--- src/hw/rtl/lrukv_pkg.sv ---
// ----------------------------------------------------------------------------
// LRU key/value cache package
// Transaction payload types and controller/datapath interface structs.
// ----------------------------------------------------------------------------
package lrukv_pkg;

  localparam int unsigned KeyW = 16;
  localparam int unsigned ValW = 32;
  localparam int unsigned CfgW = 5;

  localparam logic ModeGet = 1'b0;
  localparam logic ModePut = 1'b1;

  typedef struct packed {
    logic                   mode;
    logic [KeyW-1:0]        key;
    logic signed [ValW-1:0] value;
  } in_t;

  typedef struct packed {
    logic                   found;
    logic signed [ValW-1:0] read_value;
    logic                   evicted;
    logic [KeyW-1:0]        evicted_key;
  } out_t;

  typedef struct packed {
    logic load;
    logic issue;
    logic eval_search;
    logic eval_update;
    logic decide;
    logic finish;
  } dp_cmd_t;

  typedef struct packed {
    logic scan_last;
    logic out_free;
  } dp_sts_t;

endpackage

--- src/hw/rtl/lru_key_value_cache_unit.sv ---
// A new transaction is accepted only after the last one has finished. The pace is
// set by the single read port of the entry memories, which the search pass and
// the rank update pass each sweep one entry per cycle. The output register holds
// a result while the next one runs.
// Reset: asynchronous, active low; clears control, all valid bits and occupancy,
// and sets capacity to ENTRIES. No memory clearing pass is needed.
// ----------------------------------------------------------------------------
// LRU key/value cache top level
// Fully associative key/value store with least-recently-used replacement.
// ----------------------------------------------------------------------------
module lru_key_value_cache_unit #(
  parameter int unsigned ENTRIES = 16
) (
  input  logic                       clk_i,
  input  logic                       rst_ni,
  input  logic                       in_valid_i,
  output logic                       in_ready_o,
  input  lrukv_pkg::in_t             in_data_i,
  output logic                       out_valid_o,
  input  logic                       out_ready_i,
  output lrukv_pkg::out_t            out_data_o,
  input  logic                       cfg_we_i,
  input  logic [lrukv_pkg::CfgW-1:0] cfg_wdata_i
);
  import lrukv_pkg::*;

  dp_cmd_t cmd;
  dp_sts_t sts;

  lrukv_ctrl u_ctrl (
    .clk_i      (clk_i),
    .rst_ni     (rst_ni),
    .in_valid_i (in_valid_i),
    .in_ready_o (in_ready_o),
    .sts_i      (sts),
    .cmd_o      (cmd)
  );

  lrukv_dpath #(
    .ENTRIES (ENTRIES)
  ) u_dpath (
    .clk_i       (clk_i),
    .rst_ni      (rst_ni),
    .in_data_i   (in_data_i),
    .cfg_we_i    (cfg_we_i),
    .cfg_wdata_i (cfg_wdata_i),
    .out_ready_i (out_ready_i),
    .out_valid_o (out_valid_o),
    .out_data_o  (out_data_o),
    .cmd_i       (cmd),
    .sts_o       (sts)
  );

endmodule

--- src/hw/rtl/lrukv_ctrl.sv ---
// ----------------------------------------------------------------------------
// LRU key/value cache controller
// Sequences the search pass, the decision and the recency update pass.
// ----------------------------------------------------------------------------
module lrukv_ctrl (
  input  logic              clk_i,
  input  logic              rst_ni,
  input  logic              in_valid_i,
  output logic              in_ready_o,
  input  lrukv_pkg::dp_sts_t sts_i,
  output lrukv_pkg::dp_cmd_t cmd_o
);
  import lrukv_pkg::*;

  typedef enum logic [6:0] {
    StIdle   = 7'b0000001,
    StSearch = 7'b0000010,
    StSDrain = 7'b0000100,
    StDecide = 7'b0001000,
    StUpdate = 7'b0010000,
    StUDrain = 7'b0100000,
    StDone   = 7'b1000000
  } ctl_state_e;

  ctl_state_e state_q, state_d;

  always_comb begin
    state_d = state_q;
    cmd_o   = '0;
    case (state_q)
      StIdle: begin
        if (in_valid_i) begin
          cmd_o.load = 1'b1;
          state_d    = StSearch;
        end
      end
      StSearch: begin
        cmd_o.issue       = 1'b1;
        cmd_o.eval_search = 1'b1;
        if (sts_i.scan_last) begin
          state_d = StSDrain;
        end
      end
      StSDrain: begin
        cmd_o.eval_search = 1'b1;
        state_d           = StDecide;
      end
      StDecide: begin
        cmd_o.decide = 1'b1;
        state_d      = StUpdate;
      end
      StUpdate: begin
        cmd_o.issue       = 1'b1;
        cmd_o.eval_update = 1'b1;
        if (sts_i.scan_last) begin
          state_d = StUDrain;
        end
      end
      StUDrain: begin
        cmd_o.eval_update = 1'b1;
        state_d           = StDone;
      end
      StDone: begin
        if (sts_i.out_free) begin
          cmd_o.finish = 1'b1;
          state_d      = StIdle;
        end
      end
      default: begin
        state_d = StIdle;
      end
    endcase
  end

  always_ff @(posedge clk_i or negedge rst_ni) begin
    if (!rst_ni) begin
      state_q <= StIdle;
    end else begin
      state_q <= state_d;
    end
  end

  assign in_ready_o = (state_q == StIdle);

endmodule

--- src/hw/rtl/lrukv_dpath.sv ---
// ----------------------------------------------------------------------------
// LRU key/value cache datapath
// Entry memories, valid bits, search trackers, rank update and output register.
// ----------------------------------------------------------------------------
module lrukv_dpath #(
  parameter int unsigned ENTRIES = 16
) (
  input  logic                      clk_i,
  input  logic                      rst_ni,
  input  lrukv_pkg::in_t            in_data_i,
  input  logic                      cfg_we_i,
  input  logic [lrukv_pkg::CfgW-1:0] cfg_wdata_i,
  input  logic                      out_ready_i,
  output logic                      out_valid_o,
  output lrukv_pkg::out_t           out_data_o,
  input  lrukv_pkg::dp_cmd_t        cmd_i,
  output lrukv_pkg::dp_sts_t        sts_o
);
  import lrukv_pkg::*;

  localparam int unsigned IdxW = (ENTRIES > 1) ? $clog2(ENTRIES) : 1;
  localparam int unsigned OccW = $clog2(ENTRIES + 1);

  function automatic logic [OccW-1:0] clamp_cap(logic [CfgW-1:0] v);
    logic [OccW-1:0] c;
    if (v == '0) begin
      c = OccW'(1);
    end else if (32'(v) > ENTRIES) begin
      c = OccW'(ENTRIES);
    end else begin
      c = OccW'(v);
    end
    return c;
  endfunction

  logic [KeyW-1:0] key_mem  [ENTRIES];
  logic [ValW-1:0] val_mem  [ENTRIES];
  logic [IdxW-1:0] rank_mem [ENTRIES];

  logic [ENTRIES-1:0] valid_q;
  logic [OccW-1:0]    occ_q, cap_q;
  in_t                req_q;
  logic [IdxW-1:0]    scan_q;

  logic            rd_live_q, rd_vld_q;
  logic [IdxW-1:0] rd_idx_q, rd_rank_q;
  logic [KeyW-1:0] rd_key_q;
  logic [ValW-1:0] rd_val_q;

  logic            hit_q, free_q, lru_q;
  logic [IdxW-1:0] hit_idx_q, hit_rank_q, free_idx_q, lru_idx_q, lru_rank_q;
  logic [ValW-1:0] hit_val_q;
  logic [KeyW-1:0] lru_key_q;

  logic [IdxW-1:0] tgt_q;
  logic [OccW-1:0] old_q;
  out_t            res_q;
  logic            out_valid_q;
  out_t            out_q;

  logic            s_ev, is_hit, is_free, is_lru, upd_we;
  logic            dec_key_we, dec_val_we, dec_rank_we, dec_alloc;
  logic [IdxW-1:0] dec_tgt;
  logic [OccW-1:0] dec_old;
  out_t            dec_res;
  logic            rank_we;
  logic [IdxW-1:0] rank_wa, rank_wd;

  assign sts_o.scan_last = (scan_q == IdxW'(ENTRIES - 1));
  assign sts_o.out_free  = !out_valid_q || out_ready_i;
  assign out_valid_o     = out_valid_q;
  assign out_data_o      = out_q;

  assign s_ev    = cmd_i.eval_search && rd_live_q;
  assign is_hit  = s_ev && rd_vld_q && (rd_key_q == req_q.key) && !hit_q;
  assign is_free = s_ev && !rd_vld_q && !free_q;
  assign is_lru  = s_ev && rd_vld_q && (!lru_q || (rd_rank_q > lru_rank_q));

  assign upd_we = cmd_i.eval_update && rd_live_q && rd_vld_q && (rd_idx_q != tgt_q)
                  && (OccW'(rd_rank_q) < old_q);

  always_comb begin
    dec_res     = '0;
    dec_old     = '0;
    dec_tgt     = hit_idx_q;
    dec_key_we  = 1'b0;
    dec_val_we  = 1'b0;
    dec_rank_we = 1'b0;
    dec_alloc   = 1'b0;
    if (hit_q) begin
      dec_res.found = 1'b1;
      dec_old       = OccW'(hit_rank_q);
      dec_rank_we   = 1'b1;
      if (req_q.mode == ModeGet) begin
        dec_res.read_value = hit_val_q;
      end else begin
        dec_val_we = 1'b1;
      end
    end else if (req_q.mode == ModePut) begin
      dec_key_we  = 1'b1;
      dec_val_we  = 1'b1;
      dec_rank_we = 1'b1;
      if (occ_q < cap_q) begin
        dec_tgt   = free_idx_q;
        dec_old   = occ_q + OccW'(1);
        dec_alloc = 1'b1;
      end else begin
        dec_tgt             = lru_idx_q;
        dec_old             = OccW'(lru_rank_q);
        dec_res.evicted     = 1'b1;
        dec_res.evicted_key = lru_key_q;
      end
    end
  end

  always_comb begin
    if (cmd_i.decide) begin
      rank_we = dec_rank_we;
      rank_wa = dec_tgt;
      rank_wd = '0;
    end else begin
      rank_we = upd_we;
      rank_wa = rd_idx_q;
      rank_wd = rd_rank_q + IdxW'(1);
    end
  end

  always_ff @(posedge clk_i) begin
    if (cmd_i.decide && dec_key_we) begin
      key_mem[dec_tgt] <= req_q.key;
    end
    if (cmd_i.decide && dec_val_we) begin
      val_mem[dec_tgt] <= req_q.value;
    end
    if (rank_we) begin
      rank_mem[rank_wa] <= rank_wd;
    end
    if (cmd_i.issue) begin
      rd_key_q  <= key_mem[scan_q];
      rd_val_q  <= val_mem[scan_q];
      rd_rank_q <= rank_mem[scan_q];
      rd_vld_q  <= valid_q[scan_q];
      rd_idx_q  <= scan_q;
    end
    if (cmd_i.load) begin
      req_q <= in_data_i;
    end
    if (cmd_i.decide) begin
      tgt_q <= dec_tgt;
      old_q <= dec_old;
      res_q <= dec_res;
    end
    if (cmd_i.finish) begin
      out_q <= res_q;
    end
    if (is_hit) begin
      hit_idx_q  <= rd_idx_q;
      hit_rank_q <= rd_rank_q;
      hit_val_q  <= rd_val_q;
    end
    if (is_free) begin
      free_idx_q <= rd_idx_q;
    end
    if (is_lru) begin
      lru_idx_q  <= rd_idx_q;
      lru_rank_q <= rd_rank_q;
      lru_key_q  <= rd_key_q;
    end
  end

  always_ff @(posedge clk_i or negedge rst_ni) begin
    if (!rst_ni) begin
      valid_q     <= '0;
      occ_q       <= '0;
      cap_q       <= clamp_cap(CfgW'(ENTRIES));
      scan_q      <= '0;
      rd_live_q   <= 1'b0;
      hit_q       <= 1'b0;
      free_q      <= 1'b0;
      lru_q       <= 1'b0;
      out_valid_q <= 1'b0;
    end else begin
      rd_live_q <= cmd_i.issue;
      if (cfg_we_i && (occ_q == '0)) begin
        cap_q <= clamp_cap(cfg_wdata_i);
      end
      if (cmd_i.load) begin
        scan_q <= '0;
      end else if (cmd_i.issue) begin
        scan_q <= sts_o.scan_last ? '0 : scan_q + IdxW'(1);
      end
      if (cmd_i.load) begin
        hit_q  <= 1'b0;
        free_q <= 1'b0;
        lru_q  <= 1'b0;
      end else begin
        if (is_hit) begin
          hit_q <= 1'b1;
        end
        if (is_free) begin
          free_q <= 1'b1;
        end
        if (is_lru) begin
          lru_q <= 1'b1;
        end
      end
      if (cmd_i.decide && dec_alloc) begin
        valid_q[dec_tgt] <= 1'b1;
        occ_q            <= occ_q + OccW'(1);
      end
      if (cmd_i.finish) begin
        out_valid_q <= 1'b1;
      end else if (out_ready_i) begin
        out_valid_q <= 1'b0;
      end
    end
  end

endmodule

--- config.mk ---
export PLATFORM = sky130hd
export DESIGN_NAME = lru_key_value_cache_unit
export DESIGN_NICKNAME = d
export VERILOG_FILES = /design/src/hw/rtl/lrukv_pkg.sv /design/src/hw/rtl/lru_key_value_cache_unit.sv /design/src/hw/rtl/lrukv_ctrl.sv /design/src/hw/rtl/lrukv_dpath.sv
export SDC_FILE = /design/constraint.sdc
export NUM_CORES = 1
export LEC_CHECK = 0
export BUFFER_PORTS_ARGS = -buffer_cell sky130_fd_sc_hd__buf_2
export CORE_UTILIZATION = 55
export CTS_CLUSTER_DIAMETER = 200
export DETAILED_ROUTE_END_ITERATION = 16
export PLACE_DENSITY = 0.76
export SYNTH_ARGS = -nofsm -noshare
export SYNTH_HDL_FRONTEND = slang
export SYNTH_SLANG_ARGS = --single-unit
--- constraint.sdc ---
create_clock -name clk_i -period 5.5 [get_ports clk_i]
set_input_delay 0 -clock clk_i [delete_from_list [all_inputs] [get_ports clk_i]]
set_output_delay 0 -clock clk_i [all_outputs]
set_load 0.005 [all_outputs]
# After elaboration in Yosys (flattened, before gate mapping)
# Memories as Yosys holds them, arrays and structs flattened. A register that Yosys moved wholly into a read port is not among the register bits.
# Index checks and enable logic that the tools add are counted.
classes:
  add_sub_neg: 3
  order_cmp: 7
  eq_ne: 14
  mux: 54
  n_bitwise: 4
  reduce_logical: 38
op_table:
  columns: ["operator", "n"]
  rows:
  - ["$pmux W7 S7", 1]
  - ["$mux W4", 11]
  - ["$mux W33", 1]
  - ["$mux W32", 1]
  - ["$mux W1", 31]
  - ["$mux W7", 4]
  - ["$mux W17", 1]
  - ["$eq A16 B16 Y1", 1]
  - ["$logic_and A1 B1 Y1", 16]
  - ["$or A16 B16 Y16", 1]
  - ["$logic_not A5 Y1", 2]
  - ["$lt A4 B5 Y1 const B", 2]
  - ["$mux W5", 2]
  - ["$reduce_bool A2 Y1", 5]
  - ["$reduce_or A2 Y1", 5]
  - ["$add A4 B1 Y4 const B", 2]
  - ["$eq A7 B1 Y1 const B", 1]
  - ["$eq A7 B2 Y1 const B", 1]
  - ["$eq A7 B3 Y1 const B", 1]
  - ["$eq A7 B4 Y1 const B", 1]
  - ["$eq A7 B5 Y1 const B", 1]
  - ["$eq A7 B6 Y1 const B", 1]
  - ["$eq A7 B7 Y1 const B", 1]
  - ["$reduce_or A3 Y1", 2]
  - ["16 further kinds", 25]
totals:
  ff_bits: 273
  ramBits: 832
  out_inout_bits: 52
  word_cells: 156
  mem_count: 3
mem_list:
  columns: ["memory", "depth", "width", "read_ports", "rd_ports_with_merged_regs", "wr", "line_no", "text"]
  rows:
  - ["u_dpath.val_mem", 16, 32, 1, 1, 1, "lrukv_dpath.sv:37", "logic [ValW-1:0] val_mem [ENTRIES];"]
  - ["u_dpath.key_mem", 16, 16, 1, 1, 1, "lrukv_dpath.sv:36", "logic [KeyW-1:0] key_mem [ENTRIES];"]
  - ["u_dpath.rank_mem", 16, 4, 1, 1, 1, "lrukv_dpath.sv:38", "logic [IdxW-1:0] rank_mem [ENTRIES];"]

# Logic depth before layout (Yosys ltp)
depth:
  depth_word: 10
  depth_mapped: 10
  ltp_nobuf: 9

# Hierarchy
# Synthesis repeated with hierarchy kept, for this count alone.
hier_totals:
  hier_cells: 1908
  hier_area_um2: 43392.9
by_module_without_submodules:
  columns: ["module", "instances", "cells_each", "area_each_um2", "seq_area_each_um2"]
  rows:
  - ["lrukv_dpath", 1, 1856, 42943.7, 34359.2]
  - ["lrukv_ctrl", 1, 52, 449.2, 176.4]

# Worst setup path after synthesis
# No wires, ideal clock.
synth_path:
  path_type: "register to register"
  startpoint: "register u_ctrl.state_q[6]"
  endpoint: "register u_dpath.rd_idx_q[0] (enable)"
  t_arrival_ps: 4606
  t_required_ps: 4956
  slack_ps: 350
  stages_incl_launch_ff: 4
  n_path_buf: 0
  synth_period_minus_slack_ps: 5150
  cell_sequence: "dfrtp_1 nor2_1 nand2_1 nor3_1"
synth_rtl:
  columns: ["element", "line_no", "text"]
  rows:
  - ["from (decl)", "lrukv_ctrl.sv:25", "ctl_state_e state_q, state_d;"]
  - ["from (signal assigned)", "lrukv_ctrl.sv:77", "state_q <= StIdle;"]
  - ["from (signal assigned)", "lrukv_ctrl.sv:79", "state_q <= state_d;"]
  - ["to (signal assigned)", "lrukv_dpath.sv:143", "rd_idx_q <= scan_q;"]
  - ["to (decl)", "lrukv_dpath.sv:46", "logic [IdxW-1:0] rd_idx_q, rd_rank_q;"]

# Worst setup path after layout
layout_path:
  startpoint: "register u_dpath.cap_q[4]"
  endpoint: "memory u_dpath.val_mem[11][22] (enable)"
layout_via:
  elab_chain_len: 4
layout_rtl:
  columns: ["element", "line_no", "text"]
  rows:
  - ["from (decl)", "lrukv_dpath.sv:41", "logic [OccW-1:0] occ_q, cap_q;"]
  - ["from (signal assigned)", "lrukv_dpath.sv:175", "cap_q <= clamp_cap(CfgW'(ENTRIES));"]
  - ["from (signal assigned)", "lrukv_dpath.sv:185", "cap_q <= clamp_cap(cfg_wdata_i);"]
  - ["$lt A5 B5 Y1", "lrukv_dpath.sv:103", "if (occ_q < cap_q) begin"]
  - ["$mux W4", "lrukv_dpath.sv:103", null]
  - ["$mux W4", "lrukv_dpath.sv:99", "end else if (req_q.mode == ModePut) begin"]
  - ["$mux W4", "lrukv_dpath.sv:90", "if (hit_q) begin"]
  - ["to (decl)", "lrukv_dpath.sv:37", null]
# Every way passes these cells.

==> impl_table.tex <==
\begin{tabular}{lr}
\hline
Metric & Value \\
\hline
\multicolumn{2}{l}{\textbf{Worst setup path}} \\
\quad Startpoint of the most critical setup path & u\_dpath.cap\_q[4] \\
\quad Setup slack, reg-to-reg & between 1 and 1.5 ns \\
\quad Top fanout value on the critical path & 32 \\
\quad Number of cell instances on the worst register-to-register path & 9 \\
\quad FF-to-FF Start & u\_dpath.cap\_q[4] \\
\quad Startpoint type of the worst setup path & flip-flop \\
\quad Critical R2R Capture & u\_dpath.val\_mem[11][22] \\
\quad Critical path data required time & roughly 5.8 ns \\
\quad Crit. End Element & flip-flop \\
\quad Critical path type & reg -> reg \\
\quad Arrival time worst endpoint & roughly 4.5 ns \\
\quad End of the critical path & u\_dpath.val\_mem[11][22] \\
\multicolumn{2}{l}{\textbf{Synthesis}} \\
\quad Multiplexer fraction of the synthesized cell area & 13.9\% \\
\quad Synth async-reset ratio & 3.63\% \\
\quad Post-Syn Area & 0.0433 mm² \\
\quad Avg Inst Size Synth & around 23 µm² \\
\quad Yosys reg bits & 1157 \\
\quad Parity-gate share of the synthesized area counting xor and xnor cells & 0.687\% \\
\quad Post-Synth Simple-Gate Area & 2.80\% \\
\quad Main combinational cell family by area after synthesis & multiplexers \\
\quad Post-synth EDFFs & around 1100 \\
\quad Synth warn & 0 \\
\quad Number of library cell types mapped by synthesis & 63 \\
\quad Synthesized Nets & between 1500 and 2000 \\
\quad Proportion of synthesized chip area in sequential cells & 79.7\% \\
\quad Main flop type after synthesis & sky130\_fd\_sc\_hd\_\_edfxtp\_1 \\
\quad Post-Syn Instances & between 1500 and 2000 \\
\quad Adder-cell share of the synthesized area & 0.433\% \\
\quad Synthesized-area fraction occupied by ao, oa, aoi and oai cells & 1.54\% \\
\multicolumn{2}{l}{\textbf{STA}} \\
\quad Final number of setup-violating endpoints & 0 \\
\quad Final Hold Viols & 0 \\
\quad Fin. max-slew vios & 0 \\
\quad Skew final & 0.0302 ns \\
\quad Final critical-path share of the clock period & 76.9\% \\
\quad Shortest period the worst path allows & 4.23 ns \\
\quad Post-Route Setup TNS & 0 ns \\
\quad Unrepaired setup endpoints after global routing & false \\
\quad Worst slew margin & a little under an eighth \\
\quad Transition at the pin with the smallest max-transition slack & about 1.3 ns \\
\quad Highest clock frequency the design can meet & between 200 and 250 MHz \\
\multicolumn{2}{l}{\textbf{Floorplan}} \\
\quad Effective utilization at floorplan & a little under three fifths \\
\quad Std cell rows & between 100 and 150 \\
\quad Standard cell core area & 0.0777 mm² \\
\quad Vertical die dimension & around 280 µm \\
\quad Die footprint & 0.0799 mm² \\
\quad Die Wd & 283 µm \\
\quad Number of top-level pins & 111 \\
\multicolumn{2}{l}{\textbf{Routing}} \\
\quad Wire length per cell after detailed routing & 28.5 µm \\
\quad DRC errors left & 0 \\
\quad Via density per instance & between 6 and 7 \\
\quad Iter 0 DRT Violations & 2400 \\
\quad Drt first pass iters & 5 \\
\quad Final routed wirelength across all metal layers & 92.7 mm \\
\quad DR vias & approximately 20000 \\
\quad Count of antenna-violating nets left after detailed routing & 0 \\
\multicolumn{2}{l}{\textbf{Power and ir drop}} \\
\quad Maximum ir drop on the vdd rail & 0.266 mV \\
\quad Reported leakage power & 0.0159 µW \\
\quad Cell area power density & 440 mW/mm² \\
\multicolumn{2}{l}{\textbf{Clocking}} \\
\quad Total CTS buffers & 108 \\
\quad Clk slew on worst S/H paths & 0.07 ns \\
\quad Worst skew pair latency & about 0.68 ns \\
\quad CTS root buf & sky130\_fd\_sc\_hd\_\_clkbuf\_16 \\
\quad Maximum buffer depth of the clock tree & 3 \\
\quad CTS tree & yes \\
\quad Post-cts gate resize count & 0 \\
\quad Number of H-tree branching levels & 3 \\
\quad Total number of clock tree sinks & 1157 \\
\multicolumn{2}{l}{\textbf{Worst hold path}} \\
\quad Startpoint of the lowest-slack hold path & in\_data\_i[34] \\
\quad Hold Path Class & in -> reg \\
\multicolumn{2}{l}{\textbf{Placement}} \\
\quad Global placement routability congestion & between 0.8 and 0.9 \\
\quad Number of port buffers & 110 \\
\quad HPWL reported at the end of detailed placement & 51.3 mm \\
\multicolumn{2}{l}{\textbf{Finish}} \\
\quad Area Growth Syn to Fin & 14.4\% \\
\quad Final core utilization & 63.8\% \\
\quad Leading cell type in the layout, fill and taps excluded & sky130\_fd\_sc\_hd\_\_edfxtp\_1 \\
\quad Most used cells in the layout excluding fill and tap cells & sky130\_fd\_sc\_hd\_\_edfxtp\_1, sky130\_fd\_sc\_hd\_\_mux4\_2, sky130\_fd\_sc\_hd\_\_clkbuf\_16 \\
\quad Net total in the final layout & 2206 \\
\quad Number of antenna cells inserted & 0 \\
\quad Share of post-route cells with drive strength above 1 & 28.6\% \\
\multicolumn{2}{l}{\textbf{Global routing}} \\
\quad Total track usage & 23.8\% \\
\quad Number of antenna violations at the first check in global routing & 3 \\
\quad Maximum number of pins on one net before global-route repair & 79 \\
\quad Global-route wire length before repair & 137 mm \\
\quad Global route overflow & 0 \\
\quad Via count of the first global-routing pass & between 20000 and 25000 \\
\multicolumn{2}{l}{\textbf{Status}} \\
\quad Result of the run & complete, no violations \\
\multicolumn{2}{l}{\textbf{Run}} \\
\quad Reported max-cap violation count & 0 \\
\hline
\end{tabular}
[worst min path at each step]
stage	slack [ns]	cells after the start	to
floorplan	-0.30	0	u_ctrl.state_q[1]
CTS	0.002	2	u_dpath.req_q[34]
global placement	0.18	1	u_dpath.out_valid_o
finish	0.03	2	u_dpath.req_q[34]
global route	0.03	2	u_dpath.req_q[34]
detailed placement	0.18	1	u_dpath.req_q[1]
[routing by layer]
metal / wire length, µm / GRT usage [%] / vias up
met4: 2260 / 7.25 / 0
met1: 37200 / 33.9 / 10600
met3: 7490 / 3.79 / 148
met2: 45800 / 38.6 / 1059
li1: - / - / 8362
met5: 0 / 0 / -
[sequential cells by signal, indices dropped and copies added (netlist names), 5 cells and up]
signal              flops
u_dpath.rd_val_q       32
u_dpath.valid_q        16
u_dpath.hit_val_q      32
u_ctrl.state_q          7
u_dpath.res_q          50
u_dpath.val_mem       512
u_dpath.old_q           5
u_dpath.rank_mem       64
u_dpath.occ_q           5
u_dpath.key_mem       256
u_dpath.out_data_o     50
u_dpath.req_q          49
u_dpath.lru_key_q      16
u_dpath.cap_q           5
u_dpath.rd_key_q       16
[power by group]
| group | internal [µW] | switching, µW | total, µW |
|---|---|---|---|
| clock | 4490 | 3200 | 7690 |
| sequential | 10400 | 651 | 11100 |
| combinational | 1480 | 1600 | 3080 |
[repair_timing]
action / CTS / global route
hold buffers: 59 / 0
hold endpoints to repair: 103 / 0
endpoints found under the setup margin: 0 / 0
setup buffers: 0 / 0
[worst max-delay path, stage by stage (launching register included)]
cell                       delay, ns
sky130_fd_sc_hd__dfstp_2        0.54
sky130_fd_sc_hd__inv_1          0.04
sky130_fd_sc_hd__ha_1           0.32
sky130_fd_sc_hd__a21oi_1        0.39
sky130_fd_sc_hd__nor2_1         0.07
sky130_fd_sc_hd__a31oi_1        0.47
sky130_fd_sc_hd__o211ai_2       0.23
sky130_fd_sc_hd__inv_1          0.34
sky130_fd_sc_hd__nand3_1        0.39
sky130_fd_sc_hd__nor2_4         1.01
[logic make-up (layout without fill, tap and decap cells)]
| family | count (synthesis) | count (layout) |
|---|---|---|
| flops | 1157 | 1157 |
| mux | 270 | 270 |
| simple gates | 228 | 228 |
| buf+inv | 104 | 426 |
| compound gates | 85 | 85 |
| xor+xnor | 34 | 34 |
| fa+ha+maj | 15 | 15 |
[synthesized netlist by cell type, types with 10 or more instances]
cell type,n,share of area (%)
sky130_fd_sc_hd__a21o_1,10,0.17
sky130_fd_sc_hd__a21oi_1,14,0.16
sky130_fd_sc_hd__and2_1,36,0.52
sky130_fd_sc_hd__and3_1,19,0.27
sky130_fd_sc_hd__buf_2,21,0.24
sky130_fd_sc_hd__clkbuf_1,48,0.42
sky130_fd_sc_hd__dfrtp_1,40,2.3
sky130_fd_sc_hd__edfxtp_1,1115,77
sky130_fd_sc_hd__ha_1,15,0.43
sky130_fd_sc_hd__inv_1,22,0.19
sky130_fd_sc_hd__mux4_2,265,14
sky130_fd_sc_hd__nand2_1,36,0.31
sky130_fd_sc_hd__nand3_1,13,0.15
sky130_fd_sc_hd__nor2_1,59,0.51
sky130_fd_sc_hd__nor3_1,21,0.24
sky130_fd_sc_hd__o21ai_1,10,0.12
sky130_fd_sc_hd__o21bai_1,10,0.17
sky130_fd_sc_hd__xnor2_1,12,0.24
sky130_fd_sc_hd__xor2_1,22,0.44
[final cells by class]
type	instances	area (µm²)
sequential	1157	34500
fill	4864	28100
multi-input combinational	632	8520
clock buffer	125	2880
timing repair buffer	208	1500
tap	1040	1300
clock inverter	68	769
inverter	25	95.1
[per-stage QoR]
stage                     worst slack [ns]  power, µW  instances  hold slack, ns  instance area [µm²]
after CTS                             1.35      21900       3255         0.00226                49600
after global routing                  1.03      22500       3255          0.0326                49600
after detailed placement              1.41      14200       3003           0.178                45400
after floorplan                      0.350      13200       1893          -0.296                43300
final                                 1.27      21800       3255          0.0313                49600
after global placement                1.55      14100       3003           0.176                45400
Note: power is estimated with default switching activity, not from simulation.
